==> config.mk <==
export PLATFORM = sky130hd
export DESIGN_NAME = ecgqrs_fifo
export DESIGN_NICKNAME = d
export VERILOG_FILES = /design/src/rtl/ecgqrs_fifo.sv
export SDC_FILE = /design/constraint.sdc
export NUM_CORES = 1
export LEC_CHECK = 0
export BUFFER_PORTS_ARGS = -buffer_cell sky130_fd_sc_hd__clkbuf_2
export CORE_AREA = 2 2 70 123
export CTS_BUF_LIST = sky130_fd_sc_hd__clkbuf_4 sky130_fd_sc_hd__clkbuf_8 sky130_fd_sc_hd__clkbuf_16
export CTS_CLUSTER_SIZE = 8
export DETAILED_ROUTE_END_ITERATION = 10
export DIE_AREA = 0 0 72 125
export GPL_TIMING_DRIVEN = 0
export PLACE_DENSITY = 0.75
export SLEW_MARGIN = 25
export SYNTH_ARGS = -nofsm -noshare
export SYNTH_HDL_FRONTEND = slang
export SYNTH_SLANG_ARGS = --single-unit
export TNS_END_PERCENT = 100
==> constraint.sdc <==
create_clock -name clk -period 3.9 [get_ports clk]
set_clock_uncertainty 0.05 [all_clocks]
set_input_delay 0.585 -clock clk [delete_from_list [all_inputs] [get_ports clk]]
set_output_delay 0.585 -clock clk [all_outputs]
set_load 0.005 [all_outputs]
==> src/rtl/ecgqrs_fifo.sv <==
module ecgqrs_fifo #(
    parameter int WIDTH = 40
) (
    input  logic             clk,
    input  logic             rst_n,
    input  logic             push,
    input  logic [WIDTH-1:0] wdata,
    output logic             full,
    input  logic             pop,
    output logic [WIDTH-1:0] rdata,
    output logic             empty
);

    logic [WIDTH-1:0] mem_reg [2];
    logic             wp_reg, rp_reg;
    logic [1:0]       cnt_reg;
    logic             do_push, do_pop;

    assign full    = (cnt_reg == 2'd2);
    assign empty   = (cnt_reg == 2'd0);
    assign do_push = push && !full;
    assign do_pop  = pop && !empty;
    assign rdata   = mem_reg[rp_reg];

    always_ff @(posedge clk)
    begin
        if (do_push)
        begin
            mem_reg[wp_reg] <= wdata;
        end
    end

    always_ff @(posedge clk or negedge rst_n)
    begin
        if (!rst_n)
        begin
            wp_reg  <= 1'b0;
            rp_reg  <= 1'b0;
            cnt_reg <= 2'd0;
        end
        else
        begin
            if (do_push)
            begin
                wp_reg <= !wp_reg;
            end
            if (do_pop)
            begin
                rp_reg <= !rp_reg;
            end
            if (do_push && !do_pop)
            begin
                cnt_reg <= cnt_reg + 2'd1;
            end
            else if (do_pop && !do_push)
            begin
                cnt_reg <= cnt_reg - 2'd1;
            end
        end
    end

endmodule

==> results of run 1 <==
[metrics by stage]
stage	total power (uW)	setup slack, ps
after floorplan	2020	1050
after global placement	2340	45.0
after detailed placement	2410	1920
after CTS	3200	1830
after global routing	3310	1800
final	3150	1860
[critical path, stage by stage (launching register included)]
cell and delay (ps):
dfrtp_1 370, buf_6 150, buf_12 150, mux2_4 310, clkbuf_2 110
[layout make-up]
class | instances | share of cell area (%)
plain buffers | 5 | 2.18
repair buffers | 88 | 11.7
well taps | 92 | 2.75
inverters | 2 | 0.179
clock buffers | 16 | 6.79
flip-flops and latches | 84 | 59.8
multi-input cells | 53 | 16.6
[report_power, final]
part | internal, uW | switching, uW
clock | 491 | 291
sequential | 1240 | 64.8
combinational | 611 | 451
total | 2340 | 807
[layout by cell type, fill, tap and decap left out, types with 3 or more instances in the layout]
cell type / instances
clkbuf_2: 85
edfxtp_1: 80
mux2_4: 39
clkbuf_16: 9
clkbuf_4: 6
buf_12: 4
dfrtp_1: 4
xnor2_1: 3
[kinds of logic (layout without fill, tap and decap cells)]
| kind of cell | count (synthesis) | count (layout) | share of synthesized area [%] |
|---|---|---|---|
| AND/OR/NAND/NOR | 6 | 6 | 0.838 |
| adder cells (fa/ha/maj) | 1 | 1 | 0.381 |
| multiplexers | 40 | 40 | 18.2 |
| buffers and inverters | 7 | 111 | 3.01 |
| AO/OA/AOI/OAI | 1 | 1 | 0.152 |
| flip-flops | 84 | 84 | 76.1 |
| XOR/XNOR | 5 | 5 | 1.33 |
[synthesized netlist by cell type (all sizes together)]
master / n / area [um2]
edfxtp: 80 / 2400
mux2: 40 / 597
buf: 5 / 91.3
dfrtp: 4 / 100
nor2: 3 / 11.3
xnor2: 3 / 26.3
inv: 2 / 7.51
xor2: 2 / 17.5
and3: 1 / 6.26
ha: 1 / 12.5
nand2: 1 / 3.75
nand2b: 1 / 6.26
o21ai: 1 / 5.00
[per-layer routing]
layer	wire length [um]	vias up	global-route usage (%)
met2	3130	38	21.9
met5	0	-	0
met4	86	0	8.32
met3	173	5	2.82
li1	-	761	-
met1	2000	791	13.8
[worst paths after layout]
check,slack (ps),start,to,cells after the start
setup / recovery,1860,rp_reg,rdata[19],4
hold / removal,400,wdata[29],mem_reg[1][29],1
setup reg to reg,2030,cnt_reg[0],mem_reg[0][28],4
hold reg to reg,480,cnt_reg[1],cnt_reg[1],1
max in group asynchronous,3100,rst_n,rp_reg,2
min in group asynchronous,570,rst_n,wp_reg,2
[repair_timing]
action | in CTS | in global routing
endpoints found under the setup margin | 0 | 0
hold buffers | 1 | 0
hold endpoints to repair | 4 | 0
==> run summary, run 1 <==
outcome: finished, final reports clean
Synth Cell Area: 3290 um2
Leakage Power: 0.00174 uW
fill cell count: 669
post-CTS sizing: 0
FF+latch area: 2500 um2
share of post-route cells with drive strength above 1: 60.5%
H-tree Lvls: 3
TritonCTS Buffers: 9
Crit Path Class: flip-flop to output port
routed vias: 1595
Critical Path RT: 3260 ps
measured slew at the worst slew-check pin: 662 ps
initial antenna violation count: 0
yosys warns: 0
antenna viol nets, final: 0
die width: 72 um
final std cells w/o fill: 340
drt first pass iters: 4
final period utilization: 52.4%
first-pass GRT wire length: 8.26 mm
initial drt markers: 79
synthesized instance count: 144
Worst setup SP type: flip-flop
HPWL Detailed: 3.80 mm
Layout area overhead: 27.3%
I/O Pins: 86
Cell Area, Placed: 3890 um2
max cap viols: 0
RD Place Congestion: 0.675
crit path max fanout: 10
setup violators final: 0
All-Layer GR Usage: 12.8%
fin. max-slew vios: 0
Initial Util: 40.6%
DRC Markers: 0
syn_area_per_cell: 22.8 um2
Die Footprint: 9000 um2
Root Driver: clkbuf_16
buffers added on ports: 85
vias in the first global route: 1634
fmax: 489 MHz
final hold vios: 0
Placed Cells: 323
final wirelength: 5.39 mm
Pwr Density: 752 nW/um2
wire per inst: 15.9 um
clock tree buffer depth: 2
final core utilization: 51.7%
crit end category: output port
worst-case hold slack: 396 ps
syn nets: 189
setup TNS: 0 ps
largest net degree at the start of global routing: 22
register bit total from synthesis: 84
Netlist cell types: 15
Multi-input gate area: 694 um2
setup bufs post-CTS: 0
antenna cells: 0
gr ovfl total: 0
via density per instance: 4.69
post-synthesis sequential area ratio: 76.1%
CP arrival: 1410 ps
Slew HR: 55.7%
Peak VDD IR: 0.406 mV
Min-Delay Path Class: input pin to flip-flop
CTS tree: done
cell row count: 44
NumNets Final: 288
RSZ-0062 raised after global routing: no
CTS sink count: 84
core area: 8090 um2
Clock transition at path regs: 50 ps
post-route cell area: 4190 um2
max reg flops: 80
post-route minimum period: 2040 ps
Clock Latency Late Sink: 330 ps
Die H: 125 um
Power figures use the tool's default switching activity.
==> run 2: changes to the inputs <==
--- a/config.mk
+++ b/config.mk
@@ -5,12 +5,13 @@
 export SDC_FILE = /design/constraint.sdc
 export NUM_CORES = 1
 export LEC_CHECK = 0
+export ABC_AREA = 1
 export BUFFER_PORTS_ARGS = -buffer_cell sky130_fd_sc_hd__clkbuf_2
-export CORE_AREA = 2 2 70 123
+export CORE_AREA = 2 2 69 120
 export CTS_BUF_LIST = sky130_fd_sc_hd__clkbuf_4 sky130_fd_sc_hd__clkbuf_8 sky130_fd_sc_hd__clkbuf_16
 export CTS_CLUSTER_SIZE = 8
 export DETAILED_ROUTE_END_ITERATION = 10
-export DIE_AREA = 0 0 72 125
+export DIE_AREA = 0 0 71 122
 export GPL_TIMING_DRIVEN = 0
 export PLACE_DENSITY = 0.75
 export SLEW_MARGIN = 25
==> constraint.sdc (replaced) <==
create_clock -name clk -period 1.95 [get_ports clk]
set_clock_uncertainty 0.05 [all_clocks]
set_input_delay 0.2925 -clock clk [delete_from_list [all_inputs] [get_ports clk]]
set_output_delay 0.2925 -clock clk [all_outputs]
set_load 0.005 [all_outputs]
==> run 2 against run 1 <==
  * Flip-flop and latch count unchanged
  * Design area down 2.8%
  * Critical endpoint is now mem_reg[1][3]
  * Final cell count up 28%
  * Synthesized area down 4.3%
  * Via count up 25%
  * Critical path depth down 1
  * First-iteration DRC count up 23%
  * Setup slack worse by 1700 ps
  * Sequential power up 98%
  * Register-to-register slack worse by 1900 ps
==> run summary, run 2 <==
sequential power share: 41.6%
CP arrival: 1800 ps
slowest CP cell: nor2_4
Peak VDD IR: 0.891 mV
post-route minimum period: 1810 ps
wire per inst: 13.3 um
Synth Area in Compound Gates: 0.318%
Buf/Inv on CP: 1
FF+latch area: 2500 um2
register bit total from synthesis: 84
RD Place Congestion: 0.676
Clock transition at path regs: 60 ps
setup bufs post-CTS: 0
number of synthesized flops with an enable pin: 80
Pwr Density: 1530 nW/um2
Initial Util: 40.3%
Layout area overhead: 29.2%
HPWL Detailed: 4.15 mm
setup violators final: 0
most common cell after layout, fill and taps aside: nand2_1
switching pwr: 1870 uW
TritonCTS Buffers: 9
share of post-route cells with drive strength above 1: 33.9%
Clock Latency Late Sink: 330 ps
HP Start: wdata[6]
Async S/R FF share, synth: 4.76%
reg-to-reg critical path endpoint: mem_reg[1][3]
initial antenna violation count: 0
core area: 7800 um2
synthesized instance count: 241
post-synthesis sequential area ratio: 79.5%
Netlist cell types: 16
top-area cell type share of the netlist area: 76.3%
die width: 71 um
delay-heaviest family, CP: simple AND/OR/NAND/NOR gates
Largest stage delay, worst path: 550 ps
yosys warns: 0
NumNets Final: 385
XOR/XNOR share of the synthesized area: 0.278%
routed vias: 1992
worst-case reg-to-reg path depth: 3
max cap viols: 0
final period utilization: 92.7%
Worst R2R Setup Slack: 140 ps
initial drt markers: 97
clock tree buffer depth: 2
via density per instance: 4.58
Synth Cell Area: 3150 um2
crit path max fanout: 21
crit end category: flip-flop
DRC Markers: 0
buffers added on ports: 85
largest net degree at the start of global routing: 24
Post-synth top flop: edfxtp_1
Crit Path Class: flip-flop to flip-flop
Min-Delay Path Class: input pin to flip-flop
CTS sink count: 84
cell breakdown of the critical path: o21ai_1, nor2_4, buf_16
drt first pass iters: 4
CTS tree: done
Power Total: 6200 uW
syn nets: 286
Worst setup SP type: flip-flop
vias in the first global route: 1948
max reg flops: 80
fill cell count: 656
final wirelength: 5.77 mm
All-Layer GR Usage: 14.2%
Die Footprint: 8660 um2
most frequent cell after synthesis: nand2_1
Multi-input gate area: 567 um2
hold_buf cts: 1
gr ovfl total: 0
main combinational cell family by area after synthesis: simple AND/OR/NAND/NOR gates
antenna viol nets, final: 0
Critical Path RT: 1940 ps
RR Startpoint: cnt_reg[0]
H-tree Lvls: 3
cell row count: 43
fmax: 553 MHz
fin. max-slew vios: 0
simple logic cell fraction of the synthesized area: 16.8%
first-pass GRT wire length: 8.94 mm
final hold vios: 0
Hold Path Stages: 1
outcome: finished, final reports clean
Synth area leader: edfxtp_1
Slew HR: 54.3%
RSZ-0062 raised after global routing: no
clock network power share: 28.5%
sw frac: 30.1%
Die H: 122 um
final core utilization: 52.1%
post-synthesis mux area share: 0%
most frequent cells in the layout: nand2_1 (129), clkbuf_2 (85), edfxtp_1 (80)
Logic pwr share: 29.8%
top cells by count, synth: nand2_1 (129), edfxtp_1 (80), inv_1 (6)
post-CTS sizing: 0
syn_area_per_cell: 13.1 um2
Root Driver: clkbuf_16
measured slew at the worst slew-check pin: 684 ps
most area-consuming cells after synthesis: edfxtp_1 (76%), nand2_1 (15%), dfrtp_1 (3.2%)
Hold Path Sink: mem_reg[0][6]
antenna cells: 0
Leakage Power: 0.00181 uW
I/O Pins: 86
Adder-Cell Fraction of Synth Area: 0.398%
internal cell power: 4330 uW
-- run 2: changes by cell type after synthesis, moves of 2 or more --
cell,before,now
buf_12,4,0
buf_2,0,5
buf_4,0,4
inv_1,2,6
inv_2,0,2
mux2_4,39,0
nand2_1,1,129
xnor2_1,3,1
xor2_1,2,0
-- run 2: routing by layer --
| metal | vias up | global-route usage (%) | share of wire, % |
|---|---|---|---|
| li1 | 1008 | - | - |
| met1 | 907 | 14.4 | 37 |
| met2 | 59 | 24.9 | 55 |
| met3 | 18 | 3.97 | 4.5 |
| met4 | 0 | 9.67 | 3.6 |
| met5 | - | 0 | 0 |
-- run 2: worst max path at each step --
stage	startpoint	slack, ps	cells past startpoint	to
detailed placement	cnt_reg[0]	110	3	mem_reg[1][5]
CTS	cnt_reg[0]	110	3	mem_reg[1][11]
global route	cnt_reg[0]	3	3	mem_reg[1][17]
floorplan	cnt_reg[0]	50	4	mem_reg[0][0]
finish	cnt_reg[0]	140	3	mem_reg[1][3]
global placement	cnt_reg[0]	-420	4	mem_reg[0][6]
-- run 2: area by class of cell --
class                      instances  area share, %
buffer                             9           1.35
clock buffer                      11           5.91
clock inverter                     5           1.88
inverter                           8          0.738
multi-input combinational        140           13.9
sequential                        84           61.5
tap                               90           2.77
timing repair buffer              88           11.9
-- run 2: cells by family (layout without fill, tap and decap cells) --
logic type      count (synthesis)  in the layout
simple gates                  136            136
flops                          84             84
buf+inv                        17            121
compound gates                  2              2
fa+ha+maj                       1              1
xor+xnor                        1              1
-- run 2: power groups by stage --
stage | clock network [uW] | logic [uW] | registers [uW]
finish | 1770 | 1850 | 2580
global route | 1880 | 2110 | 2620
global placement | 0 | 1770 | 2620
detailed placement | 0 | 1900 | 2620
floorplan | 0 | 1040 | 2600
CTS | 1810 | 1910 | 2580
-- run 2: through the flow --
step | TNS, ps | cells | setup WS, ps | instance area [um2] | hold WS [ps]
3_3_place_gp | -18650 | 416 | -420 | 3690 | 56.3
3_5_place_dp | 0 | 418 | 111 | 3740 | 59.4
4_1_cts | 0 | 435 | 107 | 4070 | 80.5
2_1_floorplan | 0 | 241 | 48.1 | 3150 | -53.1
6_report | 0 | 435 | 142 | 4070 | 92.8
5_1_grt | 0 | 435 | 2.81 | 4070 | 85.1
