### config.mk
export PLATFORM = sky130hd
export DESIGN_NAME = ecgqrs_front
export DESIGN_NICKNAME = d
export VERILOG_FILES = /design/src/rtl/ecgqrs_pkg.sv /design/src/rtl/ecgqrs_front.sv
export SDC_FILE = /design/constraint.sdc
export NUM_CORES = 2
export LEC_CHECK = 0
export BUFFER_PORTS_ARGS = -buffer_cell sky130_fd_sc_hd__buf_2
export CAP_MARGIN = 10
export CORE_MARGIN = 5
export CORE_UTILIZATION = 45
export CTS_BUF_LIST = sky130_fd_sc_hd__clkbuf_4 sky130_fd_sc_hd__clkbuf_8
export CTS_CLUSTER_DIAMETER = 40
export DETAILED_ROUTE_END_ITERATION = 10
export GPL_TIMING_DRIVEN = 0
export RECOVER_POWER = 25
export SYNTH_ARGS = -nofsm -noshare
export SYNTH_HDL_FRONTEND = slang
export SYNTH_SLANG_ARGS = --single-unit
### constraint.sdc
create_clock -name clk -period 23.6 [get_ports clk]
set_input_delay 4.72 -clock clk [delete_from_list [all_inputs] [get_ports clk]]
set_output_delay 4.72 -clock clk [all_outputs]
set_load 0.01 [all_outputs]
### src/rtl/ecgqrs_pkg.sv
package ecgqrs_pkg;

    localparam int WINDOW_DEF = 60;
    localparam int SIG_W      = 32;
    localparam int EN_W       = 40;
    localparam int SUM_W      = 48;
    localparam int MUL_W      = 33;
    localparam int PROD_W     = 66;
    localparam int ACC_W      = 66;
    localparam int COEF_FRAC  = 28;
    localparam int Q_FRAC     = 16;
    localparam int RR_W       = 16;
    localparam int IDX_W      = 32;
    localparam int NTAPS      = 7;
    localparam int TAP_W      = 3;
    localparam int DIV_CYCLES = 4;
    localparam int CFG_AW     = 2;

    localparam logic [1:0] CLS_NOISE    = 2'd0;
    localparam logic [1:0] CLS_FETAL    = 2'd1;
    localparam logic [1:0] CLS_MATERNAL = 2'd2;

    localparam logic [CFG_AW-1:0] REG_NOISE    = 2'd0;
    localparam logic [CFG_AW-1:0] REG_FETAL    = 2'd1;
    localparam logic [CFG_AW-1:0] REG_MATERNAL = 2'd2;

    typedef enum logic [2:0] {
        F_IDLE,
        F_MAC,
        F_ROUND,
        F_DERIV,
        F_SQ,
        F_SQOUT
    } front_state_t;

    typedef enum logic [2:0] {
        B_IDLE,
        B_SUM1,
        B_DIV1,
        B_SUM2,
        B_DIV2,
        B_CLS1,
        B_CLS2
    } back_state_t;

    typedef struct packed {
        logic [EN_W-1:0] noise;
        logic [EN_W-1:0] fetal;
        logic [EN_W-1:0] maternal;
    } centroids_t;

    typedef struct packed {
        logic [EN_W-1:0] energy;
        logic            peak_found;
        logic [1:0]      peak_class;
        logic [EN_W-1:0] peak_height;
        logic            rr_valid;
        logic [RR_W-1:0] rr_interval;
    } result_t;

    // bandpass taps in Q28, feedback terms already negated
    function automatic logic signed [SIG_W-1:0] bp_coef(input logic [TAP_W-1:0] k);
        logic signed [SIG_W-1:0] c;
        begin
            case (k)
                3'd0:    c = 32'sd206295;
                3'd1:    c = -32'sd412591;
                3'd2:    c = 32'sd206295;
                3'd3:    c = 32'sd1051023372;
                3'd4:    c = -32'sd1544595473;
                3'd5:    c = 32'sd1009810200;
                3'd6:    c = -32'sd247804127;
                default: c = '0;
            endcase
            return c;
        end
    endfunction

endpackage

### src/rtl/ecgqrs_front.sv
module ecgqrs_front
    import ecgqrs_pkg::*;
(
    input  logic                    clk,
    input  logic                    rst_n,
    input  logic                    push,
    output logic                    full,
    input  logic signed [SIG_W-1:0] sample,
    output logic                    sq_push,
    output logic [EN_W-1:0]         sq_data,
    input  logic                    sq_full
);

    front_state_t state_reg, state_next;
    logic [TAP_W-1:0]         tap_reg;
    logic signed [SIG_W-1:0]  x_reg;
    logic signed [SIG_W-1:0]  bpin_reg  [4];
    logic signed [SIG_W-1:0]  bpout_reg [4];
    logic signed [ACC_W-1:0]  acc_reg;
    logic signed [PROD_W-1:0] prod_reg;
    logic signed [SIG_W-1:0]  f_reg;
    logic [SIG_W-1:0]         mag_reg;

    logic signed [MUL_W-1:0]  mul_a, mul_b;
    logic signed [SIG_W-1:0]  tap_data;
    logic signed [SIG_W-1:0]  coef;
    logic signed [ACC_W-1:0]  acc_rnd, dsum, dsum_rnd;
    logic signed [SIG_W-1:0]  f_sat, d_sat;
    logic [PROD_W-1:0]        sq_rnd;
    logic [EN_W-1:0]          sq_sat;

    function automatic logic signed [SIG_W-1:0] sat_sig(input logic signed [ACC_W-1:0] v);
        begin
            if ((&v[ACC_W-1:SIG_W-1]) || !(|v[ACC_W-1:SIG_W-1]))
            begin
                return v[SIG_W-1:0];
            end
            return v[ACC_W-1] ? {1'b1, {(SIG_W-1){1'b0}}} : {1'b0, {(SIG_W-1){1'b1}}};
        end
    endfunction

    // operand select for the shared multiplier; hold the square while the queue is full
    always_comb
    begin
        case (tap_reg)
            3'd0:    tap_data = x_reg;
            3'd1:    tap_data = bpin_reg[1];
            3'd2:    tap_data = bpin_reg[3];
            3'd3:    tap_data = bpout_reg[0];
            3'd4:    tap_data = bpout_reg[1];
            3'd5:    tap_data = bpout_reg[2];
            3'd6:    tap_data = bpout_reg[3];
            default: tap_data = '0;
        endcase
        coef = bp_coef(tap_reg);
        if (state_reg == F_SQ || state_reg == F_SQOUT)
        begin
            mul_a = {1'b0, mag_reg};
            mul_b = {1'b0, mag_reg};
        end
        else
        begin
            mul_a = {coef[SIG_W-1], coef};
            mul_b = {tap_data[SIG_W-1], tap_data};
        end
    end

    always_comb
    begin
        acc_rnd  = (acc_reg + (ACC_W'(1) <<< (COEF_FRAC - 1))) >>> COEF_FRAC;
        f_sat    = sat_sig(acc_rnd);
        dsum     = ACC_W'(f_reg) + (ACC_W'(bpout_reg[0]) <<< 1)
                 - (ACC_W'(bpout_reg[2]) <<< 1) - ACC_W'(bpout_reg[3]);
        dsum_rnd = (dsum + ACC_W'(2)) >>> 2;
        d_sat    = sat_sig(dsum_rnd);
        sq_rnd   = prod_reg + (PROD_W'(1) << (Q_FRAC - 1));
        if (|sq_rnd[PROD_W-1:EN_W+Q_FRAC])
        begin
            sq_sat = '1;
        end
        else
        begin
            sq_sat = sq_rnd[EN_W+Q_FRAC-1:Q_FRAC];
        end
    end

    always_comb
    begin
        state_next = state_reg;
        sq_push    = 1'b0;
        unique case (state_reg)
            F_IDLE:
            begin
                if (push)
                begin
                    state_next = F_MAC;
                end
            end
            F_MAC:
            begin
                if (tap_reg == TAP_W'(NTAPS))
                begin
                    state_next = F_ROUND;
                end
            end
            F_ROUND: state_next = F_DERIV;
            F_DERIV: state_next = F_SQ;
            F_SQ:    state_next = F_SQOUT;
            F_SQOUT:
            begin
                sq_push = 1'b1;
                if (!sq_full)
                begin
                    state_next = F_IDLE;
                end
            end
            default: state_next = F_IDLE;
        endcase
    end

    assign full    = (state_reg != F_IDLE);
    assign sq_data = sq_sat;

    always_ff @(posedge clk or negedge rst_n)
    begin
        if (!rst_n)
        begin
            state_reg <= F_IDLE;
            tap_reg   <= '0;
            acc_reg   <= '0;
            for (int i = 0; i < 4; i++)
            begin
                bpin_reg[i]  <= '0;
                bpout_reg[i] <= '0;
            end
        end
        else
        begin
            state_reg <= state_next;
            case (state_reg)
                F_IDLE:
                begin
                    tap_reg <= '0;
                    acc_reg <= '0;
                end
                F_MAC:
                begin
                    if (tap_reg != '0)
                    begin
                        acc_reg <= acc_reg + prod_reg;
                    end
                    tap_reg <= tap_reg + TAP_W'(1);
                end
                F_ROUND:
                begin
                    bpin_reg[3] <= bpin_reg[2];
                    bpin_reg[2] <= bpin_reg[1];
                    bpin_reg[1] <= bpin_reg[0];
                    bpin_reg[0] <= x_reg;
                end
                F_DERIV:
                begin
                    bpout_reg[3] <= bpout_reg[2];
                    bpout_reg[2] <= bpout_reg[1];
                    bpout_reg[1] <= bpout_reg[0];
                    bpout_reg[0] <= f_reg;
                end
                default:
                begin
                end
            endcase
        end
    end

    always_ff @(posedge clk)
    begin
        if (state_reg == F_IDLE && push)
        begin
            x_reg <= sample;
        end
        prod_reg <= mul_a * mul_b;
        if (state_reg == F_ROUND)
        begin
            f_reg <= f_sat;
        end
        if (state_reg == F_DERIV)
        begin
            mag_reg <= d_sat[SIG_W-1] ? (~d_sat + SIG_W'(1)) : d_sat;
        end
    end

endmodule

==> impl_metrics.sql <==
INSERT INTO impl_metrics (metric_group, metric, value, unit) VALUES
('critical_path', 'critical_path.slowest_cell', 'sky130_fd_sc_hd__o21ai_1', ''),
('sta', 'setup_violations', '0', ''),
('clock_tree', 'hold_buffers', '0', ''),
('floorplanning', 'die_w', '398.5', 'um'),
('sta', 'final-max-slew-violation-count', '0', ''),
('global_routing', 'grt_start_max_net_pins', '108', ''),
('sta', 'final_min_period_over_clock_period', '61.77', '%'),
('floorplanning', 'rows', '142', ''),
('synth', 'yosys_warnings', '0', ''),
('place', 'globalplace.congestion', '1.084', ''),
('synth', 'synth_enable_flop_cells', '96', ''),
('clock_tree', 'cts.htree.levels', '3', ''),
('floorplanning', 'top_level_ports', '78', ''),
('clock_tree', 'ctsLongestPathBuffers', '3', ''),
('sta', 'fin_skew', '0.07260', 'ns'),
('floorplanning', 'die_h', '398.5', 'um'),
('worst_hold_path', 'hold_path.startpoint', 'bpin_reg[39]$_DFFE_PN0P_', ''),
('layout', 'multi_input_comb_area', '49310', 'um2'),
('synth', 'synthFlopType', 'sky130_fd_sc_hd__dfrtp_1', ''),
('critical_path', 'crit_path_max_fanout', '10', ''),
('route', 'drt-wirelength-per-cell', '28.79', 'um'),
('synth', 'ys_seq_elements', '490', ''),
('floorplanning', 'effective_utilization_at_floorplan', '45.30', '%'),
('sta', 'final_min_period', '14.58', 'ns'),
('critical_path', 'reg2reg_from', 'tap_reg[2]$_DFFE_PN0P_', ''),
('worst_hold_path', 'worst_hold_path_type', 'flip-flop to flip-flop', ''),
('layout', 'design.final.nets', '9267', ''),
('synth', 'synth.net_count', '9065', ''),
('synth', 'synthesis.area_per_instance', '9.106', 'um2'),
('critical_path', 'end_kind', 'flip-flop', ''),
('critical_path', 'worstSetupStartpointType', 'flip-flop', ''),
('clock_tree', 'clkTransAtPathRegs', '0.07', 'ns'),
('clock_tree', 'clock_tree_from_tritoncts', 'done', ''),
('route', 'finalWirelength', '281100', 'um'),
('route', 'detailedRoute.firstIterationViolations', '6351', ''),
('route', 'mean_number_of_vias_per_cell', '5.833', ''),
('clock_tree', 'cts_inserted_buffers', '87', ''),
('layout', 'regArea', '12410', 'um2'),
('clock_tree', 'cts_repair_resize_count', '0', ''),
('worst_hold_path', 'hold_path_end', 'bpin_reg[7]$_DFFE_PN0P_', ''),
('synth', 'synth_cell_type_count', '99', ''),
('global_routing', 'overflow', '0', ''),
('route', 'drtAntennaViolNets', '0', ''),
('layout', 'layout.cell_area.non_filler', '73350', 'um2'),
('critical_path', 'timing.setup.critical_path_class', 'flip-flop to flip-flop', ''),
('place', 'dpl_cell_area', '71310', 'um2'),
('clock_tree', 'cts-root-buf', 'sky130_fd_sc_hd__clkbuf_8', ''),
('global_routing', 'grt_first_pass_wirelength', '409200', 'um'),
('route', 'drt_first_pass_iters', '9', ''),
('synth', 'yosysSeqAreaShare', '18.27', '%'),
('clock_tree', 'worst_skew_pair.late_latency', '0.78', 'ns'),
('status', 'failed_checks', 'capacitance limit', ''),
('layout', 'num-fill-cells', '14560', ''),
('route', 'route.detailed.drc', '0', ''),
('layout', 'most_frequent_cells_in_the_layout', 'sky130_fd_sc_hd__inv_1 (1286), sky130_fd_sc_hd__fa_1 (1210), sky130_fd_sc_hd__nand2_1 (1166), sky130_fd_sc_hd__nor2_1 (606), sky130_fd_sc_hd__ha_1 (358)', ''),
('global_routing', 'grt_antenna_before_repair', '10', ''),
('route', 'vias_after_detailed_routing', '56940', ''),
('worst_hold_path', 'worstHoldPathCells', '1', ''),
('layout', 'final_layout_size_suffix_gt1_share', '6.273', '%'),
('sta', 'achievable-frequency', '68.60', 'MHz'),
('critical_path', 'regToRegSetupSlack', '9.02', 'ns'),
('layout', 'area_growth', '7.974', '%'),
('sta', 'rsz0062_at_grt', 'no', ''),
('global_routing', 'number_of_global_route_vias_before_repair', '57290', ''),
('sta', 'final.setup.tns', '0', 'ns'),
('synth', 'post_synth_instance_area', '67930', 'um2'),
('global_routing', 'gr-usage-all-layers', '35.81', '%'),
('status', 'run_status', 'finished, violations left', ''),
('clock_tree', 'cts_sinks', '490', ''),
('job', 'max_cap_viol_count', '1', ''),
('synth', 'postSynth.asyncResetShare', '66.94', '%');
==> through the flow <==
| step | util [%] | hold WS [ns] | std cells | setup slack [ns] |
|---|---|---|---|---|
| finish | 48.91 | 0.4915 | 9761 | 9.022 |
| global placement | 47.24 | 0.4783 | 9553 | 9.111 |
| floorplan | - | 0.4312 | 7460 | 13.65 |
| detailed placement | 47.55 | 0.4901 | 9581 | 9.312 |
| CTS | 48.82 | 0.4873 | 9739 | 9.305 |
| global route | 48.89 | 0.4970 | 9748 | 8.760 |
==> critical path, delay by kind of cell, from the launching register on <==
family | cells | cell delay [ns]
flops | 1 | 0.45
simple gates | 8 | 2.19
fa+ha+maj | 10 | 5.68
compound gates | 4 | 2.29
buf+inv | 10 | 3.72
==> kinds of logic after synthesis <==
| family | Yosys count | synth area share, % |
|---|---|---|
| AOI/OAI and AO/OA | 1073 | 10.38 |
| and+or+nand+nor | 2284 | 14.32 |
| xor gates and xnor gates | 221 | 2.849 |
| buffers and inverters | 1661 | 9.261 |
| DFF | 490 | 18.27 |
| muxes | 162 | 2.632 |
| adders and majority gates | 1569 | 42.28 |
==> cells in the mapped netlist (all sizes together), types with 8 or more instances <==
cell type / count / area (um2)
o211ai: 17 / 132.6
or2: 17 / 106.4
a21o: 107 / 803.3
nor2: 609 / 2286
a21oi: 288 / 1449
o22ai: 12 / 75.07
o21a: 53 / 397.9
dfrtp: 328 / 8208
o21bai: 28 / 210.2
a211oi: 32 / 280.3
a21boi: 12 / 90.08
or3: 18 / 112.6
o21ai: 287 / 1448
a221oi: 14 / 135.1
xnor2: 129 / 1130
inv: 1286 / 4827
nor4: 20 / 131.4
and2: 74 / 462.9
ha: 358 / 4479
nand2b: 24 / 150.1
dfxtp: 66 / 1321
nand3: 149 / 758.2
a211o: 11 / 96.34
a31oi: 34 / 225.2
and4: 19 / 166.4
nand2: 1166 / 4377
edfxtp: 96 / 2883
and3: 36 / 230.2
mux2i: 29 / 290.3
nor2b: 20 / 125.1
buf: 30 / 168.9
nand4: 49 / 306.5
a222oi: 62 / 620.6
o31ai: 11 / 87.58
nor3b: 8 / 60.06
mux2: 133 / 1498
clkbuf: 344 / 1291
fa: 1211 / 24240
a2111oi: 10 / 106.4
xor2: 92 / 805.8
nor3: 57 / 300.3
==> per-layer routing <==
| layer | track usage [%] | share of wire [%] | up-vias | routed length (um) |
|---|---|---|---|---|
| met5 | 0 | 0.0046 | - | 13 |
| met3 | 14.20 | 14 | 645 | 38690 |
| met1 | 50.33 | 41 | 28700 | 115900 |
| met4 | 14.80 | 5.4 | 2 | 15290 |
| met2 | 49.12 | 40 | 3531 | 111200 |
| li1 | - | - | 24060 | - |
==> layout make-up <==
class	instances	area share [%]
Antenna cell	14	0.04776
Timing Repair Buffer	113	1.194
Clock buffer	124	2.088
Clock inverter	34	0.5049
Tap cell	2016	3.439
Sequential cell	490	16.92
Multi-Input combinational cell	5309	67.23
Inverter	1287	6.586
Buffer	374	1.991
==> worst max-delay path by stage <==
stage                                 startpoint              endpoint  slack, ns  cells after the start
after CTS                 tap_reg[1]$_DFFE_PN0P_  prod_reg[61]$_DFF_P_       9.30                     31
after floorplan           tap_reg[2]$_DFFE_PN0P_  prod_reg[62]$_DFF_P_      13.65                     34
final                     tap_reg[2]$_DFFE_PN0P_  prod_reg[61]$_DFF_P_       9.02                     32
after global placement    tap_reg[1]$_DFFE_PN0P_  prod_reg[61]$_DFF_P_       9.11                     31
after detailed placement  tap_reg[1]$_DFFE_PN0P_  prod_reg[61]$_DFF_P_       9.31                     31
after global routing      tap_reg[2]$_DFFE_PN0P_  prod_reg[61]$_DFF_P_       8.76                     32
Power is left out: the tool's default activity adds up to more than one toggle a clock period on the data nets, which glitch-free logic cannot reach.
